===== src/hdl/ttint_pkg.sv =====
`timescale 1ns / 1ps
`default_nettype none
package ttint_pkg;

  // table geometry
  localparam int DEPTH = 1024;
  localparam int AW    = $clog2(DEPTH);
  localparam int CW    = $clog2(DEPTH + 1);

  // field widths
  localparam int TW  = 63;
  localparam int XW  = 32;
  localparam int QW  = XW + 1;       // quotient and magnitude width
  localparam int PW  = QW + TW;      // product width

  // input modes
  localparam logic [1:0] MODE_CLEAR  = 2'd0;
  localparam logic [1:0] MODE_APPEND = 2'd1;
  localparam logic [1:0] MODE_QUERY  = 2'd2;
  localparam logic [1:0] MODE_UNUSED = 2'd3;

  // classified operations
  localparam logic [1:0] OP_CLEAR  = 2'd0;
  localparam logic [1:0] OP_APPEND = 2'd1;
  localparam logic [1:0] OP_QUERY  = 2'd2;

  // result status codes
  localparam logic [1:0] ST_INTERP = 2'd0;
  localparam logic [1:0] ST_CLAMP  = 2'd1;
  localparam logic [1:0] ST_EMPTY  = 2'd2;
  localparam logic [1:0] ST_FULL   = 2'd3;

  typedef struct packed {
    logic [1:0]    op;
    logic [TW-1:0] ts;
    logic [XW-1:0] x;
    logic [XW-1:0] y;
  } cmd_t;

  typedef struct packed {
    logic          start;
    logic [QW-1:0] mag;
    logic [TW-1:0] num;
    logic [TW-1:0] den;
  } div_req_t;

  typedef struct packed {
    logic          busy;
    logic          done;
    logic [QW-1:0] q;
  } div_rsp_t;

endpackage
`default_nettype wire


===== src/hdl/ttint_front.sv =====
`timescale 1ns / 1ps
`default_nettype none
module ttint_front (
  input  wire logic                       clk,
  input  wire logic                       rst,
  input  wire logic                       in_valid,
  output logic                            in_stall,
  input  wire logic [1:0]                 mode,
  input  wire logic [ttint_pkg::TW-1:0]   time_stamp,
  input  wire logic [ttint_pkg::XW-1:0]   point_x,
  input  wire logic [ttint_pkg::XW-1:0]   point_y,
  output logic                            push,
  input  wire logic                       q_full,
  output ttint_pkg::cmd_t                 cmd
);

  logic hold_vld;
  logic accept;
  logic keep;

  assign in_stall = hold_vld && q_full;
  assign accept   = in_valid && !in_stall;
  assign push     = hold_vld && !q_full;
  // unused mode is taken and dropped here
  assign keep     = (mode == ttint_pkg::MODE_CLEAR) || (mode == ttint_pkg::MODE_APPEND) ||
                    (mode == ttint_pkg::MODE_QUERY);

  always_ff @(posedge clk) begin
    if (rst) begin
      hold_vld <= 1'b0;
    end else if (accept && keep) begin
      hold_vld <= 1'b1;
    end else if (push) begin
      hold_vld <= 1'b0;
    end
  end

  always_ff @(posedge clk) begin
    if (accept && keep) begin
      case (mode)
        ttint_pkg::MODE_CLEAR:  cmd.op <= ttint_pkg::OP_CLEAR;
        ttint_pkg::MODE_APPEND: cmd.op <= ttint_pkg::OP_APPEND;
        default:                cmd.op <= ttint_pkg::OP_QUERY;
      endcase
      cmd.ts <= time_stamp;
      cmd.x  <= point_x;
      cmd.y  <= point_y;
    end
  end

endmodule
`default_nettype wire


===== config.mk =====
export PLATFORM = sky130hd
export DESIGN_NAME = ttint_front
export DESIGN_NICKNAME = d
export VERILOG_FILES = /design/src/hdl/ttint_pkg.sv /design/src/hdl/ttint_front.sv
export SDC_FILE = /design/constraint.sdc
export NUM_CORES = 1
export LEC_CHECK = 0
export ABC_CLOCK_PERIOD_IN_PS = 9400
export BUFFER_PORTS_ARGS = -buffer_cell sky130_fd_sc_hd__buf_2
export CORE_MARGIN = 3
export CORE_UTILIZATION = 41
export CTS_CLUSTER_DIAMETER = 200
export DETAILED_ROUTE_END_ITERATION = 10
export PLACE_DENSITY = 0.79
export SKIP_LAST_GASP = 1
export SLEW_MARGIN = 25
export SYNTH_ARGS = -nofsm -noshare
export SYNTH_HDL_FRONTEND = slang
export SYNTH_SLANG_ARGS = --single-unit

===== constraint.sdc =====
create_clock -name clk -period 9.4 [get_ports clk]
set_clock_uncertainty 0.1 [all_clocks]
set_input_delay 0.47 -clock clk [delete_from_list [all_inputs] [get_ports clk]]
set_output_delay 0.47 -clock clk [all_outputs]
set_load 0.02 [all_outputs]

==> flow_summary.toml <==
[outcome]
outcome = "finished clean"

[placement]
pre_cts_slack_ns = 7.27
gp_congestion = 0.726
port_buffers = 263
place_hpwl_mm = 6.88

[pwr]
switching_share_pct = 22.8
sequentialPowerShare_pct = 48.2
pwr_density_cell_mw_per_mm2 = 236
irDropWorstVdd_v = 0.000116
internal_power_mw = 1.10
comb_power_share_pct = 8.2
switching_component_of_the_power_mw = 0.324
power_frac_clock_pct = 43.6
static-leakage-power_nw = 2.59
design_power_total_mw = 1.42

[detailed_routing]
vias_per_cell = 4.39
drt-wirelength-per-cell_um = 16.1
detail_route.drc_violations = 0
vias = 2475
wl_mm = 9.10
drt-initial-drc-count = 121
first_pass_iters = 4
drt.antenna.violating_nets = 0

[floorplanning]
ios = 264
fp.dieArea_mm2 = 0.0108
placementRows = 35
core-area_mm2 = 0.00928
starting_density_of_the_core_pct = 42.5
die_w_um = 104
die_height_um = 104

[clocking]
cts_inserted_buffers = 17
cts_root_buffer = "sky130_fd_sc_hd__clkbuf_8"
cts_max_path_buffers = 2
clkSinkCount = 130
worst_setup_hold_path_clk_slew_ns = 0.06
htree_num_levels = 4
clock_latency_ns = 0.49
tritoncts = "done"
cts_setup_buffers = 0

[min_path]
hold_path_startpoint = "time_stamp[10]"
hp-class = "in2reg"

[synth]
syn-cell-area_mm2 = 0.00394
synthCells = 138
ys_top_cells_by_area = "sky130_fd_sc_hd__edfxtp_1 98%, sky130_fd_sc_hd__dfxtp_1 0.51%, sky130_fd_sc_hd__a21bo_1 0.25%"
synth_ff_type = "sky130_fd_sc_hd__edfxtp_1"
yosysWarningCount = 0
synthesis.nets = 271
synth_cell_type_count = 10
synth_seq_area_share_pct = 98.7
netlist.top_cell.by_area = "sky130_fd_sc_hd__edfxtp_1"
synth.most_common_cell = "sky130_fd_sc_hd__edfxtp_1"
postSynthAreaPerCell_um2 = 28.6
ys_ff_latch = 130
yosysTopAreaCellShare_pct = 98.2
synth_edf_count = 129
share_of_async_settable_or_async_resettable_flops_after_synthesis_pct = 0

[finish]
drive_gt1_share_pct = 68.5
flow.area_growth_from_synthesis_pct = 52.8
fillers = 685
antenna_cells_inserted = 0
nNetsFinal = 555

[grt]
grt_pass1_vias = 2646
first_pass_grt_wire_length_mm = 14.0
grt_overflow_total = 0
antenna_found_initial = 0
grt.total_usage_pct = 17.2
grt_start_max_net_pins = 67

[sta]
grt_setup_unrepaired = "no"
hold_slack_ns = 0.0505
setup-tns-final_ns = 0
final_clock_period_utilization_by_the_worst_path_pct = 18.9
fin_ws_ns = 7.62
maxClockFrequency_mhz = 562
final_hold_viol_count = 0
setup-violations-final = 0
timing.max_slew.rel_slack_pct = 46.7
slew_violations = 0
timing.final.crit_period_ns = 1.78
tightestPinTransition_ns = 0.800

[critical_path]
setup.worst_path.start_class = "register"
critical_path.startpoint = "hold_vld"
worst-path-max-fanout = 3
end_kind = "output pin"
cp_data_arrival_time_ns = 1.21
regToRegStartpoint = "hold_vld"
worst_ep_required_time_ns = 8.83
critical_path_class = "reg2out"

[run]
drv_cap = 0
-- through the flow --
| stage | area, um2 | util [%] | cells |
|---|---|---|---|
| finish | 6030 | 64.9 | 564 |
| global route | 6030 | 64.9 | 564 |
| CTS | 6020 | 64.8 | 563 |
| detailed placement | 5440 | 58.6 | 531 |
| global placement | 5440 | 58.6 | 531 |
| floorplan | 3940 | - | 138 |
-- final timing paths --
kind         slack, ns  cells after the start        to
min reg2reg       0.45                      2  hold_vld
max reg2reg       7.77                      2   cmd[34]
min               0.05                      1   cmd[74]
max               7.62                      3  in_stall
-- cell type report --
type	instances	area, um2	share of cell area, %
well taps	129	161	2.68
inverters	1	3.75	0.0623
clock buffers	17	414	6.87
repair buffers	266	1340	22.3
flip-flops and latches	130	3890	64.6
multi-input cells	6	53.8	0.893
clock inverters	15	159	2.64
-- power by group through the flow --
stage | sequential [mW] | clock [mW] | combinational, mW
floorplan | 0.749 | 0 | 0.0127
global placement | 0.697 | 0 | 0.116
detailed placement | 0.699 | 0 | 0.119
CTS | 0.687 | 0.636 | 0.119
global route | 0.690 | 0.668 | 0.125
finish | 0.687 | 0.621 | 0.117
-- flip-flops by register name, indices dropped and copies added, names as in the netlist --
signal / flops
hold_vld: 1
cmd: 129
-- critical path, cell delays in order, from the launching register on --
cell and delay, ns:
sky130_fd_sc_hd__dfxtp_1 0.39, sky130_fd_sc_hd__nand2_1 0.11, sky130_fd_sc_hd__inv_1 0.06, sky130_fd_sc_hd__buf_2 0.15
-- what timing repair did --
item                      CTS  global route
gates resized for setup     0             0
hold endpoints to repair    0             1
hold buffers                0             1
-- cells in the final DEF (no fill, tap or decap) --
cell type                       Yosys  final
sky130_fd_sc_hd__buf_2              0    263
sky130_fd_sc_hd__bufinv_16          0      2
sky130_fd_sc_hd__buf_4              0      2
sky130_fd_sc_hd__clkbuf_8           0      1
sky130_fd_sc_hd__nor2b_1            1      1
sky130_fd_sc_hd__dfxtp_1            1      1
sky130_fd_sc_hd__a21oi_4            0      1
sky130_fd_sc_hd__a21bo_1            1      1
sky130_fd_sc_hd__dlygate4sd3_1      0      1
sky130_fd_sc_hd__and2b_2            1      1
sky130_fd_sc_hd__nand2_1            1      1
sky130_fd_sc_hd__inv_1              1      1
sky130_fd_sc_hd__inv_6              0      3
sky130_fd_sc_hd__clkinv_2           0      1
sky130_fd_sc_hd__clkinv_4           0      3
sky130_fd_sc_hd__a21oi_2            1      1
sky130_fd_sc_hd__clkinv_1           0      2
sky130_fd_sc_hd__edfxtp_1         129    129
sky130_fd_sc_hd__clkinvlp_4         0      3
sky130_fd_sc_hd__inv_8              0      1
sky130_fd_sc_hd__clkbuf_16          0     16
-- metal layers --
metal	routed length [um]	part of all wire, %	GRT usage (%)	up-vias
met4	158	1.7	6.84	0
met3	1100	12	9.19	15
met1	3270	36	18.3	1158
met2	4570	50	28.8	172
li1	-	-	-	1130
met5	0	0	0	-
-- logic make-up (layout without fill, tap and decap cells) --
| group | count (synthesis) | in the layout | share of synthesized area [%] |
|---|---|---|---|
| flops | 130 | 130 | 98.7 |
| compound gates | 3 | 3 | 0.603 |
| simple gates | 3 | 3 | 0.476 |
| buf+inv | 2 | 299 | 0.190 |
(Power assumes the default switching activity.)
