### src/hdl/ttint_pkg.sv
`timescale 1ns / 1ps
`default_nettype none
package ttint_pkg;

  // table geometry
  localparam int DEPTH = 1024;
  localparam int AW    = $clog2(DEPTH);
  localparam int CW    = $clog2(DEPTH + 1);

  // field widths
  localparam int TW  = 63;
  localparam int XW  = 32;
  localparam int QW  = XW + 1;       // quotient and magnitude width
  localparam int PW  = QW + TW;      // product width

  // input modes
  localparam logic [1:0] MODE_CLEAR  = 2'd0;
  localparam logic [1:0] MODE_APPEND = 2'd1;
  localparam logic [1:0] MODE_QUERY  = 2'd2;
  localparam logic [1:0] MODE_UNUSED = 2'd3;

  // classified operations
  localparam logic [1:0] OP_CLEAR  = 2'd0;
  localparam logic [1:0] OP_APPEND = 2'd1;
  localparam logic [1:0] OP_QUERY  = 2'd2;

  // result status codes
  localparam logic [1:0] ST_INTERP = 2'd0;
  localparam logic [1:0] ST_CLAMP  = 2'd1;
  localparam logic [1:0] ST_EMPTY  = 2'd2;
  localparam logic [1:0] ST_FULL   = 2'd3;

  typedef struct packed {
    logic [1:0]    op;
    logic [TW-1:0] ts;
    logic [XW-1:0] x;
    logic [XW-1:0] y;
  } cmd_t;

  typedef struct packed {
    logic          start;
    logic [QW-1:0] mag;
    logic [TW-1:0] num;
    logic [TW-1:0] den;
  } div_req_t;

  typedef struct packed {
    logic          busy;
    logic          done;
    logic [QW-1:0] q;
  } div_rsp_t;

endpackage
`default_nettype wire

### src/hdl/ttint_fifo.sv
`timescale 1ns / 1ps
`default_nettype none
module ttint_fifo (
  input  wire logic            clk,
  input  wire logic            rst,
  input  wire logic            push,
  input  wire ttint_pkg::cmd_t push_cmd,
  output logic                 full,
  input  wire logic            pop,
  output logic                 vld,
  output ttint_pkg::cmd_t      pop_cmd
);

  ttint_pkg::cmd_t slot [2];
  logic       wr_ptr;
  logic       rd_ptr;
  logic [1:0] fill;

  assign full    = (fill == 2'd2);
  assign vld     = (fill != 2'd0);
  assign pop_cmd = slot[rd_ptr];

  always_ff @(posedge clk) begin
    if (rst) begin
      wr_ptr <= 1'b0;
      rd_ptr <= 1'b0;
      fill   <= 2'd0;
    end else begin
      if (push) wr_ptr <= ~wr_ptr;
      if (pop) rd_ptr <= ~rd_ptr;
      if (push && !pop) begin
        fill <= fill + 2'd1;
      end else if (pop && !push) begin
        fill <= fill - 2'd1;
      end
    end
  end

  always_ff @(posedge clk) begin
    if (push) slot[wr_ptr] <= push_cmd;
  end

endmodule
`default_nettype wire

### config.mk
export PLATFORM = sky130hd
export DESIGN_NAME = ttint_fifo
export DESIGN_NICKNAME = d
export VERILOG_FILES = /design/src/hdl/ttint_pkg.sv /design/src/hdl/ttint_fifo.sv
export SDC_FILE = /design/constraint.sdc
export NUM_CORES = 1
export LEC_CHECK = 0
export BUFFER_PORTS_ARGS = -buffer_cell sky130_fd_sc_hd__buf_4
export CORE_ASPECT_RATIO = 0.8
export CORE_UTILIZATION = 54
export CTS_BUF_LIST = sky130_fd_sc_hd__clkbuf_4 sky130_fd_sc_hd__clkbuf_8
export DETAILED_ROUTE_END_ITERATION = 8
export PLACE_DENSITY_LB_ADDON = 0.25
export REMOVE_ABC_BUFFERS = 1
export SLEW_MARGIN = 20
export SYNTH_ARGS = -nofsm -noshare
export SYNTH_HDL_FRONTEND = slang
export SYNTH_SLANG_ARGS = --single-unit
export TNS_END_PERCENT = 30
### constraint.sdc
create_clock -name clk -period 7.6 [get_ports clk]
set_input_delay 0.76 -clock clk [delete_from_list [all_inputs] [get_ports clk]]
set_output_delay 0.76 -clock clk [all_outputs]
set_load 0.1 [all_outputs]
==> summary.md <==
| Metric | Value |
|---|---|
| Hold Vio Cnt, Final | 0 |
| Synth Cell Area | around 9600 um^2 |
| Comb pwr share | 24.8% |
| Crit path launch type | register |
| Vert. Die Dim | around 120 um |
| Nets | ~850 |
| Global-route wire length before repair | approximately 26000 um |
| Maximum vdd drop | 0.200 mV |
| # setup viols final | 0 |
| Max Root-Sink Buffers | 3 |
| CP Capture Type | output port |
| Placed Area | 11700 um^2 |
| Clock slew at reported path FFs | approximately 0.060 ns |
| Crit-path max cell delay | 0.94 ns |
| Core footprint | ~17000 um^2 |
| Rel. slew slack | a little over a third |
| Fmax | about 270 MHz |
| Critical Path Most Common Cell | buf_4 |
| Antenna violations before repair | 0 |
| CP Cell Sequence | buf_4, mux2_2, buf_4 |
| Synth Warn # | 0 |
| Fin cells | slightly below 1000 |
| Setup CP Type | register to output port |
| Hold Path Class | primary input to register |
| Resize count post-CTS | 0 |
| Share of cells above drive strength 1 | 62.2% |
| Chip width | 151 um |
| Cell-internal power | roughly 2.5 mW |
| Placer Congestion | about 0.78 |
| Clock Latency Late Sink | 0.50 ns |
| Vias/cell | around 5.0 |
| DRC viols | 0 |
| Seq pwr share | a little under half |
| Met3 GRT Util | between 9 and 10% |
| Status | finished, final reports clean |
| Switching Fraction | about a third |
| Register area share after synthesis | between 80% and 90% |
| Die area | around 18000 um^2 |
| Post-detail-place hpwl | ~12000 um |
| Area delta synth->final | 30.1% |
| Avg Cell Area, Syn | ~23 um^2 |
| I/O pin count | approximately 260 |
| Unrepaired setup endpoints after global routing | false |
| Worst Path Required | about 6.8 ns |
| Initial Utilization | 55.2% |
| Critical path peak fanout | 70 |
| Max-slew violations | 0 |
| Grt met2 use | just over 30% |
| WL final | roughly 18000 um |
| DRT Pass-1 Iters | 4 |
| Critical-path top delay cell | dfxtp_4 |
| IO Port Bufs | approximately 260 |
| Max Cap Viol | 0 |
| PD cells | 300 nW/um^2 |
| Antenna-violating nets left | 0 |
| GRT overflow | 0 |
| Vias in the first global route | slightly above 5000 |
| Post-CTS Setup Inserts | 0 |
| Worst Max-Slew Pin Slew | a little under 1 ns |
| # diodes | 0 |
| Clock power share | between 20% and 30% |
| NetSw | 1.21 mW |
| Unique masters post-synth | 17 |
| M1 GR Usage | 22.6% |
| Pleak | 4.69 nW |
| TritonCTS clock tree | done |
| Row count | between 40 and 50 |
| # hold bufs at CTS | 0 |
| Clock buffer count from CTS | 39 |
| Placed instance count | between 900 and 1000 |
| Setup TNS | 0 ns |
| Largest net degree at the start of global routing | 73 |
| Post-synthesis cell count | roughly 420 |
| Ratio of final minimum period to clock period | roughly half |
| R2r setup slk | 5.16 ns |
| Arrival time at the worst endpoint | roughly 2.9 ns |
| Routed wire length per instance | between 15 and 20 um |
| GRT Total Usage | 19.2% |
| Final Instance Area | between 10000 and 15000 um^2 |
| Minimum clock period | approximately 3.7 ns |
| Clock sinks | approximately 260 |
| H-tree depth | 2 |
| Iteration-0 DRC Markers | 209 |
| Clk_skew | 0.0156 ns |
| Via count | about 4900 |
| Most Crowded Layer GR | met2 |
| CTS root buffer | clkbuf_8 |
| Synth Register Bits | 263 |
sequential cells by signal, summed over array words and instances, names as in the netlist, named ones only:
| name | count |
|---|---|
| fill | 2 |
| slot | 258 |
| rd_ptr | 1 |
| wr_ptr | 1 |
Yosys cell counts (all sizes together):
| cell | n | share of area (%) |
|---|---|---|
| edfxtp | 258 | 81 |
| mux2 | 129 | 15 |
| buf | 14 | 1.6 |
| dfxtp | 5 | 1.0 |
| nor2 | 4 | 0.16 |
| xnor2 | 2 | 0.18 |
| xor2 | 2 | 0.18 |
| a21oi | 1 | 0.052 |
| and2 | 1 | 0.065 |
| and2b | 1 | 0.079 |
| ha | 1 | 0.13 |
| inv | 1 | 0.039 |
| nor2b | 1 | 0.065 |
| o21ai | 1 | 0.052 |
| or2 | 1 | 0.065 |
| or3 | 1 | 0.065 |
per-layer routing:
metal | up-vias | share of wire [%] | wire length [um]
met5 | - | 0 | 0
met4 | 0 | 2.0 | 351
met3 | 27 | 12 | 2110
met2 | 204 | 48 | 8530
met1 | 2372 | 38 | 6720
li1 | 2262 | - | -
worst max-delay path: cells and delay by family, from the launching register on:
family,cells,cell delay (ns)
buffers and inverters,2,0.99
DFF,1,0.94
muxes,1,0.42
through the flow:
step | hold slack [ns] | power (mW) | worst slack, ns | utilization [%]
after floorplan | 0.457 | 2.48 | 0.615 | -
after global placement | 0.468 | 2.68 | 4.39 | 67.6
after detailed placement | 0.484 | 2.69 | 4.39 | 67.6
after CTS | 0.397 | 3.77 | 3.83 | 71.8
after global routing | 0.394 | 3.86 | 3.70 | 71.8
final | 0.433 | 3.73 | 3.91 | 71.8
worst paths after layout:
check                           depth (start not counted)            startpoint                    end
worst max register to register                          2   wr_ptr$_SDFFE_PP0P_  slot[1][52]$_DFFE_PP_
worst max-delay path                                    3              register            pop_cmd[75]
worst min-delay path                                    1           push_cmd[1]   slot[1][1]$_DFFE_PP_
worst min register to register                          2  fill[1]$_SDFFE_PP0P_   fill[1]$_SDFFE_PP0P_
power by group through the flow:
stage	Sequential, mW	Clock, mW	Combinational, mW
global placement	1.75	0	0.920
detailed placement	1.76	0	0.928
global route	1.74	1.17	0.952
finish	1.73	1.07	0.925
CTS	1.73	1.11	0.931
floorplan	1.77	0	0.716
area by class of cell:
type                    instances  area (um^2)
flip-flops and latches        263         7850
fillers                      1082         4880
repair buffers                267         2000
multi-input cells             145         1570
clock buffers                  56          677
well taps                     225          282
clock inverters                 7         56.3
inverters                       1         3.75
cell families (layout without fill, tap and decap cells):
family | count (synthesis) | in the layout | share of synthesized area (%)
multiplexers | 129 | 129 | 15.2
buffers and inverters | 15 | 331 | 1.62
flip-flops | 263 | 263 | 82.1
adder cells (fa/ha/maj) | 1 | 1 | 0.131
AO/OA/AOI/OAI | 2 | 2 | 0.105
XOR/XNOR | 4 | 4 | 0.367
AND/OR/NAND/NOR | 9 | 9 | 0.497
cell usage in the layout (no fill, tap or decap):
| cell type | netlist | final |
|---|---|---|
| a21oi_1 | 1 | 1 |
| and2_4 | 0 | 1 |
| and2b_1 | 1 | 1 |
| buf_4 | 0 | 267 |
| bufinv_16 | 0 | 1 |
| clkbuf_4 | 0 | 15 |
| clkbuf_8 | 0 | 41 |
| clkinv_1 | 0 | 3 |
| clkinv_2 | 0 | 3 |
| dfxtp_1 | 5 | 4 |
| dfxtp_4 | 0 | 1 |
| edfxtp_1 | 258 | 258 |
| ha_1 | 1 | 1 |
| inv_1 | 1 | 1 |
| mux2_2 | 129 | 129 |
| nor2_1 | 4 | 4 |
| nor2b_4 | 0 | 1 |
| o21ai_0 | 1 | 1 |
| or2_2 | 1 | 1 |
| or3_1 | 1 | 1 |
| xnor2_1 | 2 | 2 |
| xor2_1 | 2 | 2 |
Note: power is estimated with default switching activity, not from simulation.
