[src/hdl/ttint_pkg.sv]
`timescale 1ns / 1ps
`default_nettype none
package ttint_pkg;

  // table geometry
  localparam int DEPTH = 1024;
  localparam int AW    = $clog2(DEPTH);
  localparam int CW    = $clog2(DEPTH + 1);

  // field widths
  localparam int TW  = 63;
  localparam int XW  = 32;
  localparam int QW  = XW + 1;       // quotient and magnitude width
  localparam int PW  = QW + TW;      // product width

  // input modes
  localparam logic [1:0] MODE_CLEAR  = 2'd0;
  localparam logic [1:0] MODE_APPEND = 2'd1;
  localparam logic [1:0] MODE_QUERY  = 2'd2;
  localparam logic [1:0] MODE_UNUSED = 2'd3;

  // classified operations
  localparam logic [1:0] OP_CLEAR  = 2'd0;
  localparam logic [1:0] OP_APPEND = 2'd1;
  localparam logic [1:0] OP_QUERY  = 2'd2;

  // result status codes
  localparam logic [1:0] ST_INTERP = 2'd0;
  localparam logic [1:0] ST_CLAMP  = 2'd1;
  localparam logic [1:0] ST_EMPTY  = 2'd2;
  localparam logic [1:0] ST_FULL   = 2'd3;

  typedef struct packed {
    logic [1:0]    op;
    logic [TW-1:0] ts;
    logic [XW-1:0] x;
    logic [XW-1:0] y;
  } cmd_t;

  typedef struct packed {
    logic          start;
    logic [QW-1:0] mag;
    logic [TW-1:0] num;
    logic [TW-1:0] den;
  } div_req_t;

  typedef struct packed {
    logic          busy;
    logic          done;
    logic [QW-1:0] q;
  } div_rsp_t;

endpackage
`default_nettype wire

[src/hdl/ttint_div.sv]
`timescale 1ns / 1ps
`default_nettype none
module ttint_div (
  input  wire logic                clk,
  input  wire logic                rst,
  input  wire ttint_pkg::div_req_t req,
  output ttint_pkg::div_rsp_t      rsp
);

  localparam logic [1:0] D_IDLE = 2'd0;
  localparam logic [1:0] D_MUL  = 2'd1;
  localparam logic [1:0] D_DIV  = 2'd2;

  logic [1:0]                  state;
  logic [5:0]                  cnt;
  logic                        done;
  logic [ttint_pkg::QW-1:0]    mag;
  logic [ttint_pkg::TW-1:0]    num;
  logic [ttint_pkg::TW-1:0]    den;
  logic [ttint_pkg::PW-1:0]    acc;
  logic [ttint_pkg::PW-1:0]    acc_next;
  logic [ttint_pkg::TW-1:0]    rem;
  logic [ttint_pkg::QW-1:0]    low;
  logic [ttint_pkg::QW-1:0]    q;
  logic [ttint_pkg::TW:0]      r2;
  logic [ttint_pkg::TW:0]      diff;
  logic                        ge;

  // shift-add product, msb of the magnitude first
  assign acc_next = {acc[ttint_pkg::PW-2:0], 1'b0} +
                    (mag[ttint_pkg::QW-1] ? {{ttint_pkg::QW{1'b0}}, num} : '0);
  // restoring step; quotient fits in QW bits since num never exceeds den
  assign r2   = {rem, low[ttint_pkg::QW-1]};
  assign diff = r2 - {1'b0, den};
  assign ge   = (r2 >= {1'b0, den});

  assign rsp.busy = (state != D_IDLE);
  assign rsp.done = done;
  assign rsp.q    = q;

  always_ff @(posedge clk) begin
    if (rst) begin
      state <= D_IDLE;
      cnt   <= '0;
      done  <= 1'b0;
    end else begin
      done <= 1'b0;
      case (state)
        D_IDLE: begin
          if (req.start) begin
            state <= D_MUL;
            cnt   <= '0;
          end
        end
        D_MUL: begin
          cnt <= cnt + 6'd1;
          if (cnt == 6'(ttint_pkg::QW - 1)) begin
            state <= D_DIV;
            cnt   <= '0;
          end
        end
        D_DIV: begin
          cnt <= cnt + 6'd1;
          if (cnt == 6'(ttint_pkg::QW - 1)) begin
            state <= D_IDLE;
            done  <= 1'b1;
          end
        end
        default: state <= D_IDLE;
      endcase
    end
  end

  always_ff @(posedge clk) begin
    case (state)
      D_IDLE: begin
        mag <= req.mag;
        num <= req.num;
        den <= req.den;
        acc <= '0;
      end
      D_MUL: begin
        acc <= acc_next;
        mag <= {mag[ttint_pkg::QW-2:0], 1'b0};
        if (cnt == 6'(ttint_pkg::QW - 1)) begin
          rem <= acc_next[ttint_pkg::PW-1:ttint_pkg::QW];
          low <= acc_next[ttint_pkg::QW-1:0];
        end
      end
      D_DIV: begin
        rem <= ge ? diff[ttint_pkg::TW-1:0] : r2[ttint_pkg::TW-1:0];
        low <= {low[ttint_pkg::QW-2:0], 1'b0};
        q   <= {q[ttint_pkg::QW-2:0], ge};
      end
      default: ;
    endcase
  end

endmodule
`default_nettype wire

[config.mk]
export PLATFORM = sky130hd
export DESIGN_NAME = ttint_div
export DESIGN_NICKNAME = d
export VERILOG_FILES = /design/src/hdl/ttint_pkg.sv /design/src/hdl/ttint_div.sv
export SDC_FILE = /design/constraint.sdc
export NUM_CORES = 1
export LEC_CHECK = 0
export ABC_AREA = 1
export BUFFER_PORTS_ARGS = -buffer_cell sky130_fd_sc_hd__buf_2
export CORE_ASPECT_RATIO = 1.75
export CORE_MARGIN = 4
export CORE_UTILIZATION = 42
export DETAILED_ROUTE_END_ITERATION = 8
export GPL_TIMING_DRIVEN = 0
export HOLD_SLACK_MARGIN = 0.03
export PLACE_DENSITY = 0.55
export SLEW_MARGIN = 20
export SYNTH_ARGS = -nofsm -noshare
export SYNTH_HDL_FRONTEND = slang
export SYNTH_SLANG_ARGS = --single-unit
[constraint.sdc]
create_clock -name clk -period 10.1 [get_ports clk]
set_input_delay 0.505 -clock clk [delete_from_list [all_inputs] [get_ports clk]]
set_output_delay 0.505 -clock clk [all_outputs]
set_load 0.005 [all_outputs]
==> results_dict.tcl <==
set metrics [dict create \
    grt_overflow_total 0 \
    worst_setup_hold_path_clk_slew_ns 0.07 \
    area_delta_synth_final_pct 12.7 \
    grt_setup_unrepaired "no" \
    dr.first_iter.drc_count 1625 \
    antenna_violations_before_repair 0 \
    cell_internal_pwr_mw 6.09 \
    whs_ns 0.0690 \
    min-delay-path-class "in2reg" \
    final_min_period_over_clock_period 0.434 \
    fillCellCount 7448 \
    routedLengthMet1_um 38500 \
    nets 4892 \
    core_area_um2 69500 \
    cp_data_arrival_time_ns 4.73 \
    wirelength_um 116000 \
    pin_count 197 \
    numClockSinks 392 \
    std_cell_rows 128 \
    layout.cells.most_common_list "sky130_fd_sc_hd__nand2_1 (1720), sky130_fd_sc_hd__inv_1 (902), sky130_fd_sc_hd__nor2_1 (399)" \
    number_of_buffers_on_the_longest_clock_path 3 \
    final_core_util 0.476 \
    outcome "finished, final reports clean" \
    grt_pass1_wl_um 167000 \
    max_slew.worst_pin.slew_ns 1.06 \
    total_switching_power_mw 6.34 \
    placedInstanceArea_um2 31800 \
    path_max_fanout 10 \
    synth_area_per_cell_um2 6.75 \
    groute.usage.overall 0.304 \
    routed_via_density 4.95 \
    dieWidth_um 208 \
    gp_congestion 1.05 \
    dr.pass1.iters 8 \
    synth_seq_area_share 0.398 \
    number_of_enable_type_register_cells_in_the_synthesized_netlist 383 \
    mappedNetlistArea_um2 29300 \
    postSynthCellCount 4350 \
    maxCapViolCount 0 \
    pwr-share-clk 0.125 \
    pwr_density_cell_nw_per_um2 376 \
    io_buffers 196 \
    ys_types 43 \
    detailedPlacementHpwl_um 98400 \
    critical_path_launch_point_type "register" \
    synth_top_cell_by_area "sky130_fd_sc_hd__edfxtp_1" \
    clk-insertion-delay-late_ns 0.61 \
    setup.worst_path.class "reg2reg" \
    synthesis.nets 4644 \
    ys.flop_type "sky130_fd_sc_hd__edfxtp_1" \
    timing.final.max_slew_violations 0 \
    setup_skew_ns 0.0322 \
    final_cell_count_no_fill 5537 \
    max_clock_freq_mhz 228 \
    post_synth_main_area_contributors "sky130_fd_sc_hd__edfxtp_1 (39%), sky130_fd_sc_hd__nand2_1 (22%), sky130_fd_sc_hd__inv_1 (12%)" \
    floorplan.die.height_um 358 \
    min_period_ns 4.38 \
    synth_seq_cells 392 \
    hold_viol 0 \
    worst_slew_margin_rel 0.295 \
    route.met3.wl_um 3940 \
    post_drt_wl_per_cell_um 20.9 \
    design.die.area_um2 74300 \
    antenna_violating_nets_post_route 0 \
    mostFrequentLayoutCell "sky130_fd_sc_hd__nand2_1" \
    insertedDiodeCount 0 \
    num_vias 27400 \
    grt_pass1_vias 28100 \
    max-vdd-ir-drop_v 0.000309 \
    pwr-share-seq 0.263 \
    worst_ep_required_time_ns 10.45 \
    total_non_filler_cell_area_in_the_finished_layout_um2 33100 \
    setup.worst_path.end_class "register" \
    met2RoutedLength_um 60900 \
    starting_density_of_the_core 0.422 \
    post-place-cells 5465 \
    layout_cells_sized_above_1 0.0743 \
    leakagePower_nw 17.3 \
    p_comb_frac 0.612 \
    top_layer "met4" \
    synthArstFlopShare 0 \
    grt_max_degree 53 \
    power_switching_share 0.510 \
    ctsHtreeMaxLevel 2 \
    cts_tree "yes" \
    synth_largest_type_area_fraction 0.392 \
    drc 0 \
    synth_warnings 0 \
    finalSetupViolations 0 \
    cells_resized_by_post_cts_repair 0 \
    post_cts_hold_buffer_count 0 \
    root_buffer "sky130_fd_sc_hd__clkbuf_16" \
    cts_inserted_buffers 41 \
    cts_post_setup_buffers_inserted 0 \
]
cell usage after synthesis (2+ instances only):
cell type	number
sky130_fd_sc_hd__nand2_1	1721
sky130_fd_sc_hd__inv_1	902
sky130_fd_sc_hd__nor2_1	399
sky130_fd_sc_hd__edfxtp_1	383
sky130_fd_sc_hd__nand3_1	271
sky130_fd_sc_hd__ha_1	130
sky130_fd_sc_hd__a21oi_1	91
sky130_fd_sc_hd__xnor2_1	65
sky130_fd_sc_hd__nand3b_1	61
sky130_fd_sc_hd__o21ai_0	60
sky130_fd_sc_hd__nand4_1	47
sky130_fd_sc_hd__clkbuf_1	44
sky130_fd_sc_hd__nor3_1	42
sky130_fd_sc_hd__inv_2	15
sky130_fd_sc_hd__and2_1	12
sky130_fd_sc_hd__or2_2	11
sky130_fd_sc_hd__buf_2	10
sky130_fd_sc_hd__dfxtp_1	9
sky130_fd_sc_hd__nor2_2	9
sky130_fd_sc_hd__o21ai_1	8
sky130_fd_sc_hd__buf_6	7
sky130_fd_sc_hd__nand2_2	7
sky130_fd_sc_hd__xor2_1	7
sky130_fd_sc_hd__o21bai_1	6
sky130_fd_sc_hd__and3_1	4
sky130_fd_sc_hd__buf_4	3
sky130_fd_sc_hd__clkinv_1	3
sky130_fd_sc_hd__nor4_1	3
sky130_fd_sc_hd__a211oi_1	2
sky130_fd_sc_hd__fa_1	2
sky130_fd_sc_hd__nand3_2	2
sky130_fd_sc_hd__nor2_4	2
sky130_fd_sc_hd__nor3_2	2
sequential cells by signal, summed over array words and instances, names as in the netlist:
name and count:
acc 95, cnt 6, den 63, done 1, low 33, mag 33, num 63, q 33
rem 63, state 2
path summary, 6_finish.rpt:
path / start / to / slack, ns / depth (start not counted)
worst max register to register: mag[32] / rem[32] / 5.72 / 19
worst min register to register: q[4] / q[5] / 0.44 / 0
worst min-delay path: req[69] / num[6] / 0.07 / 1
worst max-delay path: mag[32] / rem[32] / 5.72 / 19
worst max-delay path: stages (launching register included):
cell,delay (ns)
sky130_fd_sc_hd__edfxtp_1,0.33
sky130_fd_sc_hd__clkbuf_2,0.47
sky130_fd_sc_hd__clkbuf_1,0.39
sky130_fd_sc_hd__nand2_1,0.13
sky130_fd_sc_hd__inv_1,0.08
sky130_fd_sc_hd__ha_1,0.16
sky130_fd_sc_hd__inv_1,0.06
sky130_fd_sc_hd__fa_1,0.40
sky130_fd_sc_hd__inv_1,0.14
sky130_fd_sc_hd__nand3_1,0.08
sky130_fd_sc_hd__nand3_1,0.23
sky130_fd_sc_hd__nand2_1,0.08
sky130_fd_sc_hd__nand2_1,0.25
sky130_fd_sc_hd__a21oi_1,0.19
sky130_fd_sc_hd__o21bai_1,0.54
sky130_fd_sc_hd__nand2_1,0.22
sky130_fd_sc_hd__nand2_1,0.10
sky130_fd_sc_hd__nand2_1,0.06
sky130_fd_sc_hd__nand3_1,0.12
sky130_fd_sc_hd__nand2_1,0.07
kinds of logic after synthesis:
| group | after synthesis | synth area share |
|---|---|---|
| XOR/XNOR | 72 | 0.0215 |
| AND/OR/NAND/NOR | 2598 | 0.365 |
| AO/OA/AOI/OAI | 171 | 0.0302 |
| buffers and inverters | 985 | 0.129 |
| adder cells (fa/ha/maj) | 132 | 0.0568 |
| flip-flops | 392 | 0.398 |
layer usage:
metal | up-vias | global-route usage
met1 | 12500 | 0.286
met4 | 0 | 0.267
li1 | 13900 | -
met3 | 326 | 0.0284
met2 | 734 | 0.582
met5 | - | 0
stage by stage:
| step | setup WS [ns] | total power, mW | setup TNS [ns] |
|---|---|---|---|
| finish | 5.72 | 12.4 | 0 |
| CTS | 5.72 | 12.5 | 0 |
| floorplan | 2.79 | 8.29 | 0 |
| global placement | -1.15 | 10.9 | -212.31 |
| detailed placement | 5.76 | 10.9 | 0 |
| global route | 5.48 | 13.5 | 0 |
power groups by stage:
stage | sequential [mW] | combinational, mW | clock (mW)
finish | 3.27 | 7.61 | 1.55
global route | 3.33 | 8.48 | 1.65
CTS | 3.27 | 7.62 | 1.59
detailed placement | 3.30 | 7.58 | 0
global placement | 3.50 | 7.38 | 0
floorplan | 3.27 | 5.02 | 0
area by class of cell:
cell class	count	area [um2]	area share
Timing Repair Buffer	205	1220	0.0369
Buffer	65	324	0.00980
Inverter	920	3450	0.104
Clock buffer	50	1080	0.0327
Sequential cell	392	11700	0.353
Multi-Input combinational cell	2973	13900	0.421
Tap cell	910	1140	0.0344
Clock inverter	22	234	0.00708
Note: power is estimated with default switching activity, not from simulation.
